### src/rtl/core/wavhc_pkg.sv
// Package for the WAV header checker and rate rewriter.
// Holds header positions, tags, status and mode codes, and the shared structs.
// No dependencies.
package wavhc_pkg;

  localparam int unsigned PROD_W = 48;

  localparam logic [5:0] HDR_BYTES     = 6'd44;
  localparam logic [5:0] POS_RIFF_TAG  = 6'd3;
  localparam logic [5:0] POS_RIFF_SIZE = 6'd7;
  localparam logic [5:0] POS_WAVE_TAG  = 6'd11;
  localparam logic [5:0] POS_FMT_TAG   = 6'd15;
  localparam logic [5:0] POS_FMT_SIZE  = 6'd19;
  localparam logic [5:0] POS_TYPE      = 6'd21;
  localparam logic [5:0] POS_CHANNELS  = 6'd23;
  localparam logic [5:0] POS_RATE_LO   = 6'd24;
  localparam logic [5:0] POS_SRATE     = 6'd27;
  localparam logic [5:0] POS_BRATE     = 6'd31;
  localparam logic [5:0] POS_ALIGN     = 6'd33;
  localparam logic [5:0] POS_BITS      = 6'd35;
  localparam logic [5:0] POS_DATA_TAG  = 6'd39;
  localparam logic [5:0] POS_DATA_SIZE = 6'd43;

  localparam logic [31:0] TAG_RIFF = 32'h4646_4952;
  localparam logic [31:0] TAG_WAVE = 32'h4556_4157;
  localparam logic [31:0] TAG_FMT  = 32'h2074_6d66;
  localparam logic [31:0] TAG_DATA = 32'h6174_6164;
  localparam logic [31:0] FMT_SIZE = 32'd16;
  localparam logic [32:0] RIFF_BASE = 33'd36;
  localparam logic [31:0] COUNT_MAX = 32'hFFFF_FFFF;

  localparam logic [15:0] PCM_TYPE   = 16'd1;
  localparam logic [15:0] ONE_CHAN   = 16'd1;
  localparam logic [15:0] TWO_CHAN   = 16'd2;
  localparam logic [15:0] BITS_8     = 16'd8;
  localparam logic [15:0] BITS_16    = 16'd16;

  localparam logic [1:0] MODE_CHECK  = 2'd0;
  localparam logic [1:0] MODE_HALF   = 2'd1;
  localparam logic [1:0] MODE_DOUBLE = 2'd2;

  localparam logic KIND_BYTE   = 1'b0;
  localparam logic KIND_STATUS = 1'b1;

  localparam logic [3:0] ST_OK        = 4'd0;
  localparam logic [3:0] ST_RIFF      = 4'd1;
  localparam logic [3:0] ST_WAVE      = 4'd2;
  localparam logic [3:0] ST_FMT       = 4'd3;
  localparam logic [3:0] ST_FMT_SIZE  = 4'd4;
  localparam logic [3:0] ST_TYPE      = 4'd5;
  localparam logic [3:0] ST_CHANNELS  = 4'd6;
  localparam logic [3:0] ST_BYTE_RATE = 4'd7;
  localparam logic [3:0] ST_BITS      = 4'd8;
  localparam logic [3:0] ST_ALIGN     = 4'd9;
  localparam logic [3:0] ST_DATA_TAG  = 4'd10;
  localparam logic [3:0] ST_SHORT     = 4'd11;
  localparam logic [3:0] ST_BAD_SIZE  = 4'd12;

  typedef struct packed {
    logic       kind;
    logic [7:0] data;
    logic [3:0] status;
    logic       last;
  } result_t;

  typedef struct packed {
    logic             load;
    logic [2:0]       cnt;
    result_t [3:0]    res;
  } burst_t;

  typedef struct packed {
    logic              valid;
    logic [7:0]        data;
    logic              eof;
    logic [PROD_W-1:0] prod;
  } stage_t;

endpackage

### src/rtl/core/wavhc_if.sv
// Request and result channel interfaces of the WAV header checker.
// Depends on nothing; payload widths follow the block's fields.
interface wavhc_in_if;
  logic       valid;
  logic       ready;
  logic [7:0] in_byte;
  logic       end_of_file;

  modport source (output valid, output in_byte, output end_of_file, input ready);
  modport sink (input valid, input in_byte, input end_of_file, output ready);
endinterface

interface wavhc_out_if;
  logic       valid;
  logic       ready;
  logic       result_kind;
  logic [7:0] out_byte;
  logic [3:0] status;
  logic       last_of_run;

  modport source (output valid, output result_kind, output out_byte, output status,
                  output last_of_run, input ready);
  modport sink (input valid, input result_kind, input out_byte, input status,
                input last_of_run, output ready);
endinterface

### src/rtl/core/wavhc_front.sv
// Input register stage: holds one request and the registered rate product.
// Depends on wavhc_pkg and wavhc_in_if.
module wavhc_front (
  input  logic                 clk,
  input  logic                 rst_n,
  wavhc_in_if.sink             in_chan,
  input  logic [31:0]          sample_rate,
  input  logic                 take,
  output wavhc_pkg::stage_t    stage
);

  logic                          valid_r;
  logic                          eof_r;
  logic [7:0]                    byte_r;
  logic [7:0]                    prev_r;
  logic [wavhc_pkg::PROD_W-1:0]  prod_r;
  logic [wavhc_pkg::PROD_W-1:0]  prod_nxt;
  logic                          accept;

  assign in_chan.ready = !valid_r || take;
  assign accept = in_chan.valid && in_chan.ready;
  assign prod_nxt = wavhc_pkg::PROD_W'(sample_rate)
                  * wavhc_pkg::PROD_W'({in_chan.in_byte, prev_r});

  always_ff @(posedge clk) begin
    if (!rst_n) begin
      valid_r <= 1'b0;
    end else if (accept) begin
      valid_r <= 1'b1;
    end else if (take) begin
      valid_r <= 1'b0;
    end
  end

  always_ff @(posedge clk) begin
    if (accept) begin
      byte_r <= in_chan.in_byte;
      eof_r  <= in_chan.end_of_file;
      prod_r <= prod_nxt;
      if (!in_chan.end_of_file) begin
        prev_r <= in_chan.in_byte;
      end
    end
  end

  assign stage.valid = valid_r;
  assign stage.data  = byte_r;
  assign stage.eof   = eof_r;
  assign stage.prod  = prod_r;

endmodule

### src/rtl/core/wavhc_parse.sv
// Header parser and stream state: checks fields, rewrites rates, builds result bursts.
// Depends on wavhc_pkg.
module wavhc_parse (
  input  logic                 clk,
  input  logic                 rst_n,
  input  wavhc_pkg::stage_t    stage,
  input  logic [1:0]           speed_mode,
  input  logic                 burst_free,
  output logic                 take,
  output logic [31:0]          sample_rate,
  output wavhc_pkg::burst_t    burst
);

  logic [5:0]  pos_r, pos_nxt;
  logic [31:0] acc_r, acc_nxt;
  logic [31:0] riff_r, riff_nxt;
  logic [15:0] chan_r, chan_nxt;
  logic [31:0] srate_r, srate_nxt;
  logic [31:0] brate_r, brate_nxt;
  logic [15:0] align_r, align_nxt;
  logic [31:0] dsize_r, dsize_nxt;
  logic [31:0] dcount_r, dcount_nxt;
  logic        err_r, err_nxt;

  logic        echo;
  logic [31:0] acc_shift;
  logic [15:0] half;
  logic [31:0] rate_word;
  logic [16:0] align_want;
  logic [32:0] riff_want;
  logic [3:0]  hdr_st;
  logic [3:0]  eof_st;
  logic [2:0]  cnt;
  wavhc_pkg::result_t [3:0] res;

  assign echo = (speed_mode == wavhc_pkg::MODE_HALF) || (speed_mode == wavhc_pkg::MODE_DOUBLE);
  assign acc_shift = {stage.data, acc_r[31:8]};
  assign half = acc_shift[31:16];
  assign rate_word = (speed_mode == wavhc_pkg::MODE_HALF) ? {1'b0, acc_shift[31:1]}
                                                          : {acc_shift[30:0], 1'b0};
  assign align_want = (half == wavhc_pkg::BITS_16) ? {chan_r, 1'b0} : {1'b0, chan_r};
  assign riff_want = wavhc_pkg::RIFF_BASE + {1'b0, dcount_r};

  always_comb begin
    priority if (pos_r < wavhc_pkg::HDR_BYTES) begin
      eof_st = wavhc_pkg::ST_SHORT;
    end else if (dcount_r < dsize_r) begin
      eof_st = wavhc_pkg::ST_SHORT;
    end else if ((dcount_r > dsize_r) && ({1'b0, riff_r} != riff_want)) begin
      eof_st = wavhc_pkg::ST_BAD_SIZE;
    end else begin
      eof_st = wavhc_pkg::ST_OK;
    end
  end

  always_comb begin
    hdr_st = wavhc_pkg::ST_OK;
    unique case (pos_r)
      wavhc_pkg::POS_RIFF_TAG:
        if (acc_shift != wavhc_pkg::TAG_RIFF) hdr_st = wavhc_pkg::ST_RIFF;
      wavhc_pkg::POS_WAVE_TAG:
        if (acc_shift != wavhc_pkg::TAG_WAVE) hdr_st = wavhc_pkg::ST_WAVE;
      wavhc_pkg::POS_FMT_TAG:
        if (acc_shift != wavhc_pkg::TAG_FMT) hdr_st = wavhc_pkg::ST_FMT;
      wavhc_pkg::POS_FMT_SIZE:
        if (acc_shift != wavhc_pkg::FMT_SIZE) hdr_st = wavhc_pkg::ST_FMT_SIZE;
      wavhc_pkg::POS_TYPE:
        if (half != wavhc_pkg::PCM_TYPE) hdr_st = wavhc_pkg::ST_TYPE;
      wavhc_pkg::POS_CHANNELS:
        if (half != wavhc_pkg::ONE_CHAN && half != wavhc_pkg::TWO_CHAN) begin
          hdr_st = wavhc_pkg::ST_CHANNELS;
        end
      wavhc_pkg::POS_ALIGN:
        if (stage.prod != {16'd0, brate_r}) hdr_st = wavhc_pkg::ST_BYTE_RATE;
      wavhc_pkg::POS_BITS:
        if (half != wavhc_pkg::BITS_8 && half != wavhc_pkg::BITS_16) begin
          hdr_st = wavhc_pkg::ST_BITS;
        end else if ({1'b0, align_r} != align_want) begin
          hdr_st = wavhc_pkg::ST_ALIGN;
        end
      wavhc_pkg::POS_DATA_TAG:
        if (acc_shift != wavhc_pkg::TAG_DATA) hdr_st = wavhc_pkg::ST_DATA_TAG;
      default: hdr_st = wavhc_pkg::ST_OK;
    endcase
  end

  always_comb begin
    pos_nxt    = pos_r;
    acc_nxt    = acc_r;
    riff_nxt   = riff_r;
    chan_nxt   = chan_r;
    srate_nxt  = srate_r;
    brate_nxt  = brate_r;
    align_nxt  = align_r;
    dsize_nxt  = dsize_r;
    dcount_nxt = dcount_r;
    err_nxt    = err_r;
    res        = '0;
    cnt        = 3'd0;

    if (stage.eof) begin
      if (!err_r) begin
        res[0].kind   = wavhc_pkg::KIND_STATUS;
        res[0].status = eof_st;
        cnt = 3'd1;
      end
      pos_nxt    = '0;
      acc_nxt    = '0;
      riff_nxt   = '0;
      chan_nxt   = '0;
      srate_nxt  = '0;
      brate_nxt  = '0;
      align_nxt  = '0;
      dsize_nxt  = '0;
      dcount_nxt = '0;
      err_nxt    = 1'b0;
    end else if (!err_r) begin
      if (pos_r < wavhc_pkg::HDR_BYTES) begin
        acc_nxt = acc_shift;
        pos_nxt = pos_r + 6'd1;
        if (pos_r == wavhc_pkg::POS_RIFF_SIZE) riff_nxt = acc_shift;
        if (pos_r == wavhc_pkg::POS_CHANNELS) chan_nxt = half;
        if (pos_r == wavhc_pkg::POS_SRATE) srate_nxt = acc_shift;
        if (pos_r == wavhc_pkg::POS_BRATE) brate_nxt = acc_shift;
        if (pos_r == wavhc_pkg::POS_ALIGN) align_nxt = half;
        if (pos_r == wavhc_pkg::POS_DATA_SIZE) dsize_nxt = acc_shift;
        if (echo) begin
          if (pos_r < wavhc_pkg::POS_RATE_LO || pos_r > wavhc_pkg::POS_BRATE) begin
            res[0].kind = wavhc_pkg::KIND_BYTE;
            res[0].data = stage.data;
            cnt = 3'd1;
          end else if (pos_r == wavhc_pkg::POS_SRATE || pos_r == wavhc_pkg::POS_BRATE) begin
            for (int i = 0; i < 4; i++) begin
              res[i].kind = wavhc_pkg::KIND_BYTE;
              res[i].data = rate_word[8*i +: 8];
            end
            cnt = 3'd4;
          end
        end
        if (hdr_st != wavhc_pkg::ST_OK) begin
          res[cnt[1:0]].kind   = wavhc_pkg::KIND_STATUS;
          res[cnt[1:0]].data   = '0;
          res[cnt[1:0]].status = hdr_st;
          cnt = cnt + 3'd1;
          err_nxt = 1'b1;
        end
      end else begin
        if (echo) begin
          res[0].kind = wavhc_pkg::KIND_BYTE;
          res[0].data = stage.data;
          cnt = 3'd1;
        end
        if (dcount_r != wavhc_pkg::COUNT_MAX) dcount_nxt = dcount_r + 32'd1;
      end
    end

    for (int i = 0; i < 4; i++) begin
      res[i].last = (cnt == 3'(i + 1));
    end
  end

  assign take = stage.valid && ((cnt == 3'd0) || burst_free);
  assign sample_rate = srate_r;
  assign burst.load = take && (cnt != 3'd0);
  assign burst.cnt  = cnt;
  assign burst.res  = res;

  always_ff @(posedge clk) begin
    if (!rst_n) begin
      pos_r    <= '0;
      acc_r    <= '0;
      riff_r   <= '0;
      chan_r   <= '0;
      srate_r  <= '0;
      brate_r  <= '0;
      align_r  <= '0;
      dsize_r  <= '0;
      dcount_r <= '0;
      err_r    <= 1'b0;
    end else if (take) begin
      pos_r    <= pos_nxt;
      acc_r    <= acc_nxt;
      riff_r   <= riff_nxt;
      chan_r   <= chan_nxt;
      srate_r  <= srate_nxt;
      brate_r  <= brate_nxt;
      align_r  <= align_nxt;
      dsize_r  <= dsize_nxt;
      dcount_r <= dcount_nxt;
      err_r    <= err_nxt;
    end
  end

endmodule

### src/rtl/core/wavhc_burst.sv
// Result buffer: holds the up to four results of one request and drives them out in order.
// Depends on wavhc_pkg and wavhc_out_if.
module wavhc_burst (
  input  logic                 clk,
  input  logic                 rst_n,
  input  wavhc_pkg::burst_t    burst,
  output logic                 free,
  wavhc_out_if.source          out_chan
);

  wavhc_pkg::result_t [3:0] buf_r;
  logic [2:0]               rem_r;
  logic [1:0]               idx_r;
  logic                     pop;

  assign out_chan.valid       = (rem_r != 3'd0);
  assign out_chan.result_kind = buf_r[idx_r].kind;
  assign out_chan.out_byte    = buf_r[idx_r].data;
  assign out_chan.status      = buf_r[idx_r].status;
  assign out_chan.last_of_run = buf_r[idx_r].last;

  assign pop  = out_chan.valid && out_chan.ready;
  assign free = (rem_r == 3'd0) || ((rem_r == 3'd1) && out_chan.ready);

  always_ff @(posedge clk) begin
    if (!rst_n) begin
      rem_r <= 3'd0;
      idx_r <= 2'd0;
    end else if (burst.load) begin
      rem_r <= burst.cnt;
      idx_r <= 2'd0;
    end else if (pop) begin
      rem_r <= rem_r - 3'd1;
      idx_r <= idx_r + 2'd1;
    end
  end

  always_ff @(posedge clk) begin
    if (burst.load) begin
      buf_r <= burst.res;
    end
  end

  a_rem_range: assert property (@(posedge clk) disable iff (!rst_n)
    rem_r <= 3'd4)
    else $error("result buffer count out of range");

  a_load_when_free: assert property (@(posedge clk) disable iff (!rst_n)
    burst.load |-> (rem_r == 3'd0) || ((rem_r == 3'd1) && out_chan.ready))
    else $error("burst loaded over pending results");

  a_last_marks_end: assert property (@(posedge clk) disable iff (!rst_n)
    out_chan.valid |-> (out_chan.last_of_run == (rem_r == 3'd1)))
    else $error("last flag does not match end of burst");

  a_reset_empty: assert property (@(posedge clk)
    $past(!rst_n) |-> (rem_r == 3'd0))
    else $error("result buffer not empty after reset");

endmodule

### src/rtl/core/wav_header_check_and_rate_rewrite_top.sv
// Top level of the WAV header checker and rate rewriter.
// Depends on wavhc_pkg, wavhc_if, wavhc_front, wavhc_parse and wavhc_burst.
//
//  Port       Dir  Payload                                       Handshake
//  in_chan    in   in_byte[7:0], end_of_file                     valid/ready
//  out_chan   out  result_kind, out_byte[7:0], status[3:0],      valid/ready
//                  last_of_run
//  cfg_*      in   cfg_wdata[1:0] (speed mode)                   cfg_we, no wait
//
// A request is held in the input register, then its results go to the result buffer;
// one request per cycle holds while out_chan is ready and each has at most one result.
// A rewritten rate field produces four results, driven out in order from the buffer.
// Reset is synchronous and clears the stream state and speed mode to zero.
// A stalled output holds the buffer; the input register still takes one more request.
module wav_header_check_and_rate_rewrite_top (
  input  logic        clk,
  input  logic        rst_n,
  wavhc_in_if.sink    in_chan,
  wavhc_out_if.source out_chan,
  input  logic        cfg_we,
  input  logic [1:0]  cfg_wdata
);

  logic [1:0]         speed_mode_r;
  logic               take;
  logic               burst_free;
  logic [31:0]        sample_rate;
  wavhc_pkg::stage_t  stage;
  wavhc_pkg::burst_t  burst;

  always_ff @(posedge clk) begin
    if (!rst_n) begin
      speed_mode_r <= wavhc_pkg::MODE_CHECK;
    end else if (cfg_we) begin
      speed_mode_r <= cfg_wdata;
    end
  end

  wavhc_front u_front (
    .clk         (clk),
    .rst_n       (rst_n),
    .in_chan     (in_chan),
    .sample_rate (sample_rate),
    .take        (take),
    .stage       (stage)
  );

  wavhc_parse u_parse (
    .clk         (clk),
    .rst_n       (rst_n),
    .stage       (stage),
    .speed_mode  (speed_mode_r),
    .burst_free  (burst_free),
    .take        (take),
    .sample_rate (sample_rate),
    .burst       (burst)
  );

  wavhc_burst u_burst (
    .clk      (clk),
    .rst_n    (rst_n),
    .burst    (burst),
    .free     (burst_free),
    .out_chan (out_chan)
  );

endmodule

### src/flat_wrapper.sv
// flat-port wrapper written by rule: the top's interface ports become plain ports
module wav_header_check_and_rate_rewrite_top_flat 
  (clk, rst_n, cfg_we, cfg_wdata, in_chan_valid, in_chan_in_byte, in_chan_end_of_file, in_chan_ready, out_chan_valid, out_chan_result_kind, out_chan_out_byte, out_chan_status, out_chan_last_of_run, out_chan_ready);
  wavhc_in_if in_chan_i ();
  wavhc_out_if out_chan_i ();
  input  logic clk;
  input  logic rst_n;
  input  logic cfg_we;
  input  logic [1:0] cfg_wdata;
  input wire logic [$bits(in_chan_i.valid)-1:0] in_chan_valid;
  input wire logic [$bits(in_chan_i.in_byte)-1:0] in_chan_in_byte;
  input wire logic [$bits(in_chan_i.end_of_file)-1:0] in_chan_end_of_file;
  output wire logic [$bits(in_chan_i.ready)-1:0] in_chan_ready;
  output wire logic [$bits(out_chan_i.valid)-1:0] out_chan_valid;
  output wire logic [$bits(out_chan_i.result_kind)-1:0] out_chan_result_kind;
  output wire logic [$bits(out_chan_i.out_byte)-1:0] out_chan_out_byte;
  output wire logic [$bits(out_chan_i.status)-1:0] out_chan_status;
  output wire logic [$bits(out_chan_i.last_of_run)-1:0] out_chan_last_of_run;
  input wire logic [$bits(out_chan_i.ready)-1:0] out_chan_ready;
  assign in_chan_i.valid = in_chan_valid;
  assign in_chan_i.in_byte = in_chan_in_byte;
  assign in_chan_i.end_of_file = in_chan_end_of_file;
  assign in_chan_ready = in_chan_i.ready;
  assign out_chan_valid = out_chan_i.valid;
  assign out_chan_result_kind = out_chan_i.result_kind;
  assign out_chan_out_byte = out_chan_i.out_byte;
  assign out_chan_status = out_chan_i.status;
  assign out_chan_last_of_run = out_chan_i.last_of_run;
  assign out_chan_i.ready = out_chan_ready;
  wav_header_check_and_rate_rewrite_top u_core (.clk(clk), .rst_n(rst_n), .in_chan(in_chan_i), .out_chan(out_chan_i), .cfg_we(cfg_we), .cfg_wdata(cfg_wdata));
endmodule
### config.mk
export PLATFORM = sky130hd
export DESIGN_NAME = wav_header_check_and_rate_rewrite_top_flat
export DESIGN_NICKNAME = d
export VERILOG_FILES = /design/src/rtl/core/wavhc_pkg.sv /design/src/rtl/core/wavhc_if.sv /design/src/rtl/core/wavhc_front.sv /design/src/rtl/core/wavhc_parse.sv /design/src/rtl/core/wavhc_burst.sv /design/src/rtl/core/wav_header_check_and_rate_rewrite_top.sv /design/src/flat_wrapper.sv
export SDC_FILE = /design/constraint.sdc
export NUM_CORES = 2
export LEC_CHECK = 0
export BUFFER_PORTS_ARGS = -buffer_cell sky130_fd_sc_hd__buf_2
export CAP_MARGIN = 25
export CORE_MARGIN = 2
export CORE_UTILIZATION = 40
export DETAILED_ROUTE_END_ITERATION = 12
export MAX_ROUTING_LAYER = met4
export SLEW_MARGIN = 20
export SYNTH_ARGS = -nofsm -noshare
export SYNTH_HDL_FRONTEND = slang
export SYNTH_SLANG_ARGS = --single-unit
### constraint.sdc
create_clock -name clk -period 21.3 [get_ports clk]
set_input_delay 3.195 -clock clk [delete_from_list [all_inputs] [get_ports clk]]
set_output_delay 3.195 -clock clk [all_outputs]
set_load 0.02 [all_outputs]
* Word level (Yosys, flattened, before mapping)
Cells that the tools add are included.
W data, S select, Z words.
** Storage, ports and cells
- Flip-flop bits (word level) :: 360
- Output and inout port bits :: 16
- Input port bits :: 16
** Operators by class
- Add/sub/neg operators :: 6
- Multipliers :: 1
- $lt $le $gt $ge :: 8
- Mux-type cells :: 114
- Reductions and logical operators :: 44
- Eq/ne operators :: 36
- Bitwise logic cells :: 4
** Operator list (count)
- $mux W32 :: 24
- $bwmux W56 :: 3
- $mux W16 :: 8
- $mux W9 :: 13
- $mux W8 :: 13
- $ne A32 B31 Y1 const B :: 3
- $demux W14 S2 :: 3
- $mux W56 :: 1
- $mul A32 B16 Y48 :: 1
- $mux W3 :: 16
- $ne A48 B32 Y1 :: 1
- $mux W14 :: 3
- $pmux W4 S9 :: 1
- $add A6 B32 Y33 const A :: 1
- $ne A32 B33 Y1 :: 1
- $add A32 B1 Y32 const B :: 1
- $gt A32 B32 Y1 :: 1
- $lt A32 B32 Y1 :: 1
- $mux W4 :: 8
- $ne A32 B30 Y1 const B :: 1
- $ne A32 B32 Y1 const B :: 1
- $ne A32 B5 Y1 const B :: 1
- $eq A6 B5 Y1 const B :: 5
- $bmux W14 S2 :: 1
- 45 further kinds :: 101

* Depth between registers and ports, before layout
- Depth in word-level cells :: 19
- Depth in mapped cells :: 24
- Mapped depth without buffers :: 22

* Cells and area by module
From an unflattened synthesis, not the netlist that was laid out.
** Unflattened totals
- Cell total of the unflattened synthesis :: 3482
- Area, all modules :: 32889.0 um^2
** By module, submodules not included
- wavhc_front :: seq. area each 1971.9 um^2, times used 1, cells each 1981, area an instance 18356.4 um^2
- wavhc_parse :: seq. area each 4464.3 um^2, times used 1, cells each 1384, area an instance 12129.1 um^2
- wavhc_burst :: seq. area each 1781.7 um^2, times used 1, cells each 111, area an instance 2331.0 um^2
- wav_header_check_and_rate_rewrite_top :: seq. area each 40.0 um^2, times used 1, cells each 6, area an instance 72.6 um^2

* Least setup slack after synthesis
OpenSTA, ideal clock, no wires.
- Path type :: in2reg
- Start :: in in_chan_in_byte[0]
- End :: reg u_core.u_front.prod_r[40] in the netlist's numbering, data pin
- Required time :: 21.035 ns
- Library setup time :: 0.265 ns
- Arrival time :: 8.799 ns
- Slack :: 12.236 ns
- Stages on the path :: 21
- Path through :: clkbuf_1 -> nand2_1 -> fa_1 -> inv_1 -> fa_1 -> fa_1 -> fa_1 -> fa_1 -> inv_1 -> fa_1 -> inv_1 -> ha_1 -> clkbuf_1 -> a21oi_1 -> o21ai_0 -> a211oi_1 -> nor4b_1 -> nor4_1 -> o311ai_1 -> o21ai_0 -> xor2_1
** On the way
- Word-level cells in the longest chain between the ends :: 1
** Ends and longest elaborated chain
- start: declaration :: RTL line flat_wrapper.sv:11 : input wire logic [$bits(in_chan_i.in_byte)-1:0] in_chan_in_byte;
- $mul A32 B16 Y48 :: RTL line wavhc_front.sv:23 : * wavhc_pkg::PROD_W'({in_chan.in_byte, prev_r});
- net u_core.u_front.prod_nxt (one bit) :: RTL line wavhc_front.sv:17 : logic [wavhc_pkg::PROD_W-1:0] prod_nxt;
- end signal: assignment :: RTL line wavhc_front.sv:39 : prod_r <= prod_nxt;
- end: declaration :: RTL line wavhc_front.sv:16 : logic [wavhc_pkg::PROD_W-1:0] prod_r;
The timed path passes the listed nets, and every way through them passes these cells.
A chain may end at the register's enable or synchronous reset.

* Worst setup path in the final report
- Start :: in in_chan_in_byte[1]
- End :: reg u_core.u_front.prod_r[44] in the netlist's numbering, data pin
The elaborated chain is that of the path after synthesis.

==> key figures <==
Routing
  – DRT Wirelength: approximately 90000 um
  – Total number of vias: roughly 24000
  – DRC: 0
  – TritonRoute pass-1 iters: 5
  – DR WL/cell: between 15 and 20 um
  – Drt via density: roughly 5.3
  – Number of DRC markers in iteration 0: approximately 1700
  – Post-route ant nets: 0

Clock network
  – H-Tree Depth: 2
  – Clock Latency Late Sink: 570 ps
  – Num CTS Buffers: 38
  – CTS Sinks: roughly 340
  – CTS Buffer Depth: 3
  – CTS root buf: clkbuf_16
  – Postcts setup bufs: 0
  – Clock transition at path regs: roughly 60 ps
  – CTS tree: yes
  – Hold-fix buffers, CTS: 0
  – Post-cts sizing count: 0

Setup path
  – Crit path largest cell delay: 860 ps
  – Worst R2R Setup Slack: 13440 ps
  – Critical path's slowest cell: nor4b_1
  – Critical path cell sequence: buf_2, nand2_1, fa_1, inv_1, fa_1, inv_1, fa_1, inv_1, fa_1, fa_1, inv_1, fa_1, inv_1, ha_1, and4_1, nor2b_1, o311a_1, nor4b_1, nor4_1, o311ai_1, o21ai_0, xor2_1
  – Crit path top cell by count: fa_1
  – CP endpoint kind: flop
  – Worst setup path startpoint: in_chan_in_byte[1]
  – Worst reg2reg path endpoint: u_core.u_front.prod_r[44]
  – Critical setup path kind: in2reg
  – RR Startpoint: u_core.u_front.prev_r[1]
  – CP arrival: 10230 ps
  – Critical Path Start Type: primary input
  – CP Max Fanout: 34
  – R2R depth: 20
  – WP data required: approximately 22000 ps

Logic synthesis
  – Synth Area in Compound Gates: 0.06908
  – Synth Area in Simple Gates: 0.1830
  – Area leader, netlist: fa_1
  – Post-synthesis mux area share: 0.05856
  – Post-synthesis register bit count: between 300 and 400
  – Cell Area, Synth: around 33000 um^2
  – Post-synthesis xor/xnor area fraction: 0.04418
  – Most frequent cell after synthesis: inv_1
  – Synth async-reset ratio: 0
  – Synth unique cells: just under 90
  – Post-synth top area share: 0.2558
  – Commonest cells in the synthesized netlist: inv_1 (517), fa_1 (418), nand2_1 (398), nor2_1 (301), dfxtp_1 (231)
  – Post-synth EDFFs: 111
  – Syn Area/Cell: approximately 9.3 um^2
  – Synth area leaders: fa_1 (26%), dfxtp_1 (14%), edfxtp_1 (10%)
  – Sequential-to-total area share from yosys stat: 0.2433
  – Ys flop type: dfxtp_1
  – Mapped Nets: between 4000 and 5000
  – Fraction of the mapped netlist area in adder cells: 0.3178
  – Largest family of logic cells by synthesized area: adder cells
  – Ys Warns: 0
  – Mapped Cells: about 3500

Place
  – DP HPWL: about 65000 um
  – RD Place Congestion: around 0.92
  – I/O Buffers: 31
  – Dpl cell area: around 34000 um^2

STA
  – Post-route clock period utilization: 0.4670
  – Max Slew Vio Count: 0
  – Hold Violations, Final: 0
  – Worst-Margin Slew: 1068 ps
  – Setup TNS: 0 ps
  – Final setup skew: 34.95 ps
  – Max frequency: 100.5 MHz
  – Min Tclk post-route: 9946 ps
  – Unrepaired setup endpoints after global routing: no
  – Setup violators final: 0
  – Relative slew slack: 0.2869

Global routing
  – Global route total overflow: 0
  – Number of global-route vias before repair: around 24000
  – First-pass GRT wire length: around 140000 um
  – Initial antenna violation count: 2
  – Total global-route track usage: 0.2200
  – Pin count of the biggest net entering global routing: between 90 and 100

Final layout
  – N_diodes: 0
  – Final nets: about 4000
  – Post-route cell area: roughly 35000 um^2
  – P&R area growth vs syn: 6.866%
  – Share of cells above drive strength 1: 0.04875

Worst hold path
  – Hold Startpoint: u_core.u_parse.dsize_r[2]
  – Worst Hold Endpoint: u_core.u_parse.dsize_r[2]
  – Hold Path Class: reg2reg
  – Hold Crit Depth: 1

Power and ir drop
  – Leak pwr: ~15 nW
  – Peak supply drop: 0.00005034 V
  – Ratio of total power to cell area: ~48 nW/um^2

Floorplanning
  – Die area: ~84000 um^2
  – Core Area: between 80000 and 90000 um^2
  – Initial Utilization: 0.4048
  – # IOs: 32
  – Die X: between 200 and 300 um
  – Die H: approximately 290 um
  – Row cnt: 104

Run status
  – Status: complete, no violations

Job
  – Max cap viols: 0
[where the power goes]
part	total, mW	internal (mW)	switching [mW]	leakage [nW]
Sequential	0.739	0.706	0.0325	2.96
Combinational	0.263	0.0904	0.172	11.6
Clock	0.674	0.392	0.282	0.633
Total	1.68	1.19	0.487	15.1
[logic make-up after synthesis]
kind of cell               count (synthesis)
muxes                                    180
DFF                                      342
AOI/OAI and AO/OA                        321
and+or+nand+nor                         1228
xor gates and xnor gates                 165
adders and majority gates                580
buffers and inverters                    715
[state kept, by name, summed over array words and instances (netlist names), 16 cells and up]
signal,count
u_core.u_front.prod_r,48
u_core.u_burst.buf_r,46
u_core.u_parse.brate_r,32
u_core.u_parse.dcount_r,32
u_core.u_parse.dsize_r,32
u_core.u_parse.riff_r,32
u_core.u_parse.sample_rate,32
u_core.u_parse.acc_r,24
u_core.u_parse.align_r,16
u_core.u_parse.chan_r,16
[worst max path at each step]
stage               slack [ps]  cells past startpoint                   endpoint
floorplan                12240                     21  u_core.u_front.prod_r[40]
global placement         10930                     22  u_core.u_front.prod_r[44]
detailed placement       10860                     22  u_core.u_front.prod_r[44]
CTS                      11450                     22  u_core.u_front.prod_r[44]
global route             11150                     22  u_core.u_front.prod_r[44]
finish                   11350                     22  u_core.u_front.prod_r[44]
[layout make-up]
cell class / count / area [um^2]
fillers: 7949 / 45850
multi-input cells: 2474 / 22040
flip-flops and latches: 342 / 7958
inverters: 519 / 1951
well taps: 1060 / 1326
clock buffers: 53 / 1069
repair buffers: 62 / 395.4
clock inverters: 17 / 215.2
[critical path, delay by kind of cell]
family	cells	cell delay [ps]
compound gates	3	1020
xor+xnor	1	160
fa+ha+maj	7	3190
buf+inv	6	960
simple gates	5	1660
[stage by stage]
stage,utilization,total power [mW],std cells,hold WS [ps],setup slack (ps)
global route,0.4326,1.747,4527,491.5,11150
global placement,0.4165,1.013,4456,462.0,10930
finish,0.4326,1.676,4527,478.1,11350
detailed placement,0.4165,1.015,4456,465.7,10860
CTS,0.4324,1.693,4526,482.7,11450
floorplan,-,0.9276,3531,449.1,12240
[layer usage]
layer	wire length [um]	vias up	track usage
li1	-	11110	-
met1	41490	12070	0.3078
met2	41250	706	0.3469
met3	4980	99	0.02129
met4	1784	0	0.04903
met5	0	-	-
[cells in the final DEF, fill, tap and decap left out, types with 12 or more instances in the layout]
| cell | count |
|---|---|
| inv_1 | 517 |
| a22o_1 | 33 |
| a21o_1 | 40 |
| nand2b_1 | 13 |
| nand3_1 | 43 |
| nor2b_1 | 56 |
| a22oi_1 | 34 |
| nor3_1 | 34 |
| nor4_1 | 33 |
| nor2_1 | 301 |
| xnor2_1 | 80 |
| edfxtp_1 | 111 |
| buf_4 | 30 |
| a21oi_1 | 73 |
| and3_1 | 21 |
| clkbuf_16 | 38 |
| buf_2 | 31 |
| nand2_1 | 398 |
| or4_1 | 12 |
| mux2i_1 | 170 |
| xor2_1 | 85 |
| ha_1 | 161 |
| dfxtp_1 | 231 |
| o21ai_0 | 40 |
| and2_1 | 221 |
| nand4_1 | 45 |
| fa_1 | 418 |
(Power assumes the default switching activity.)
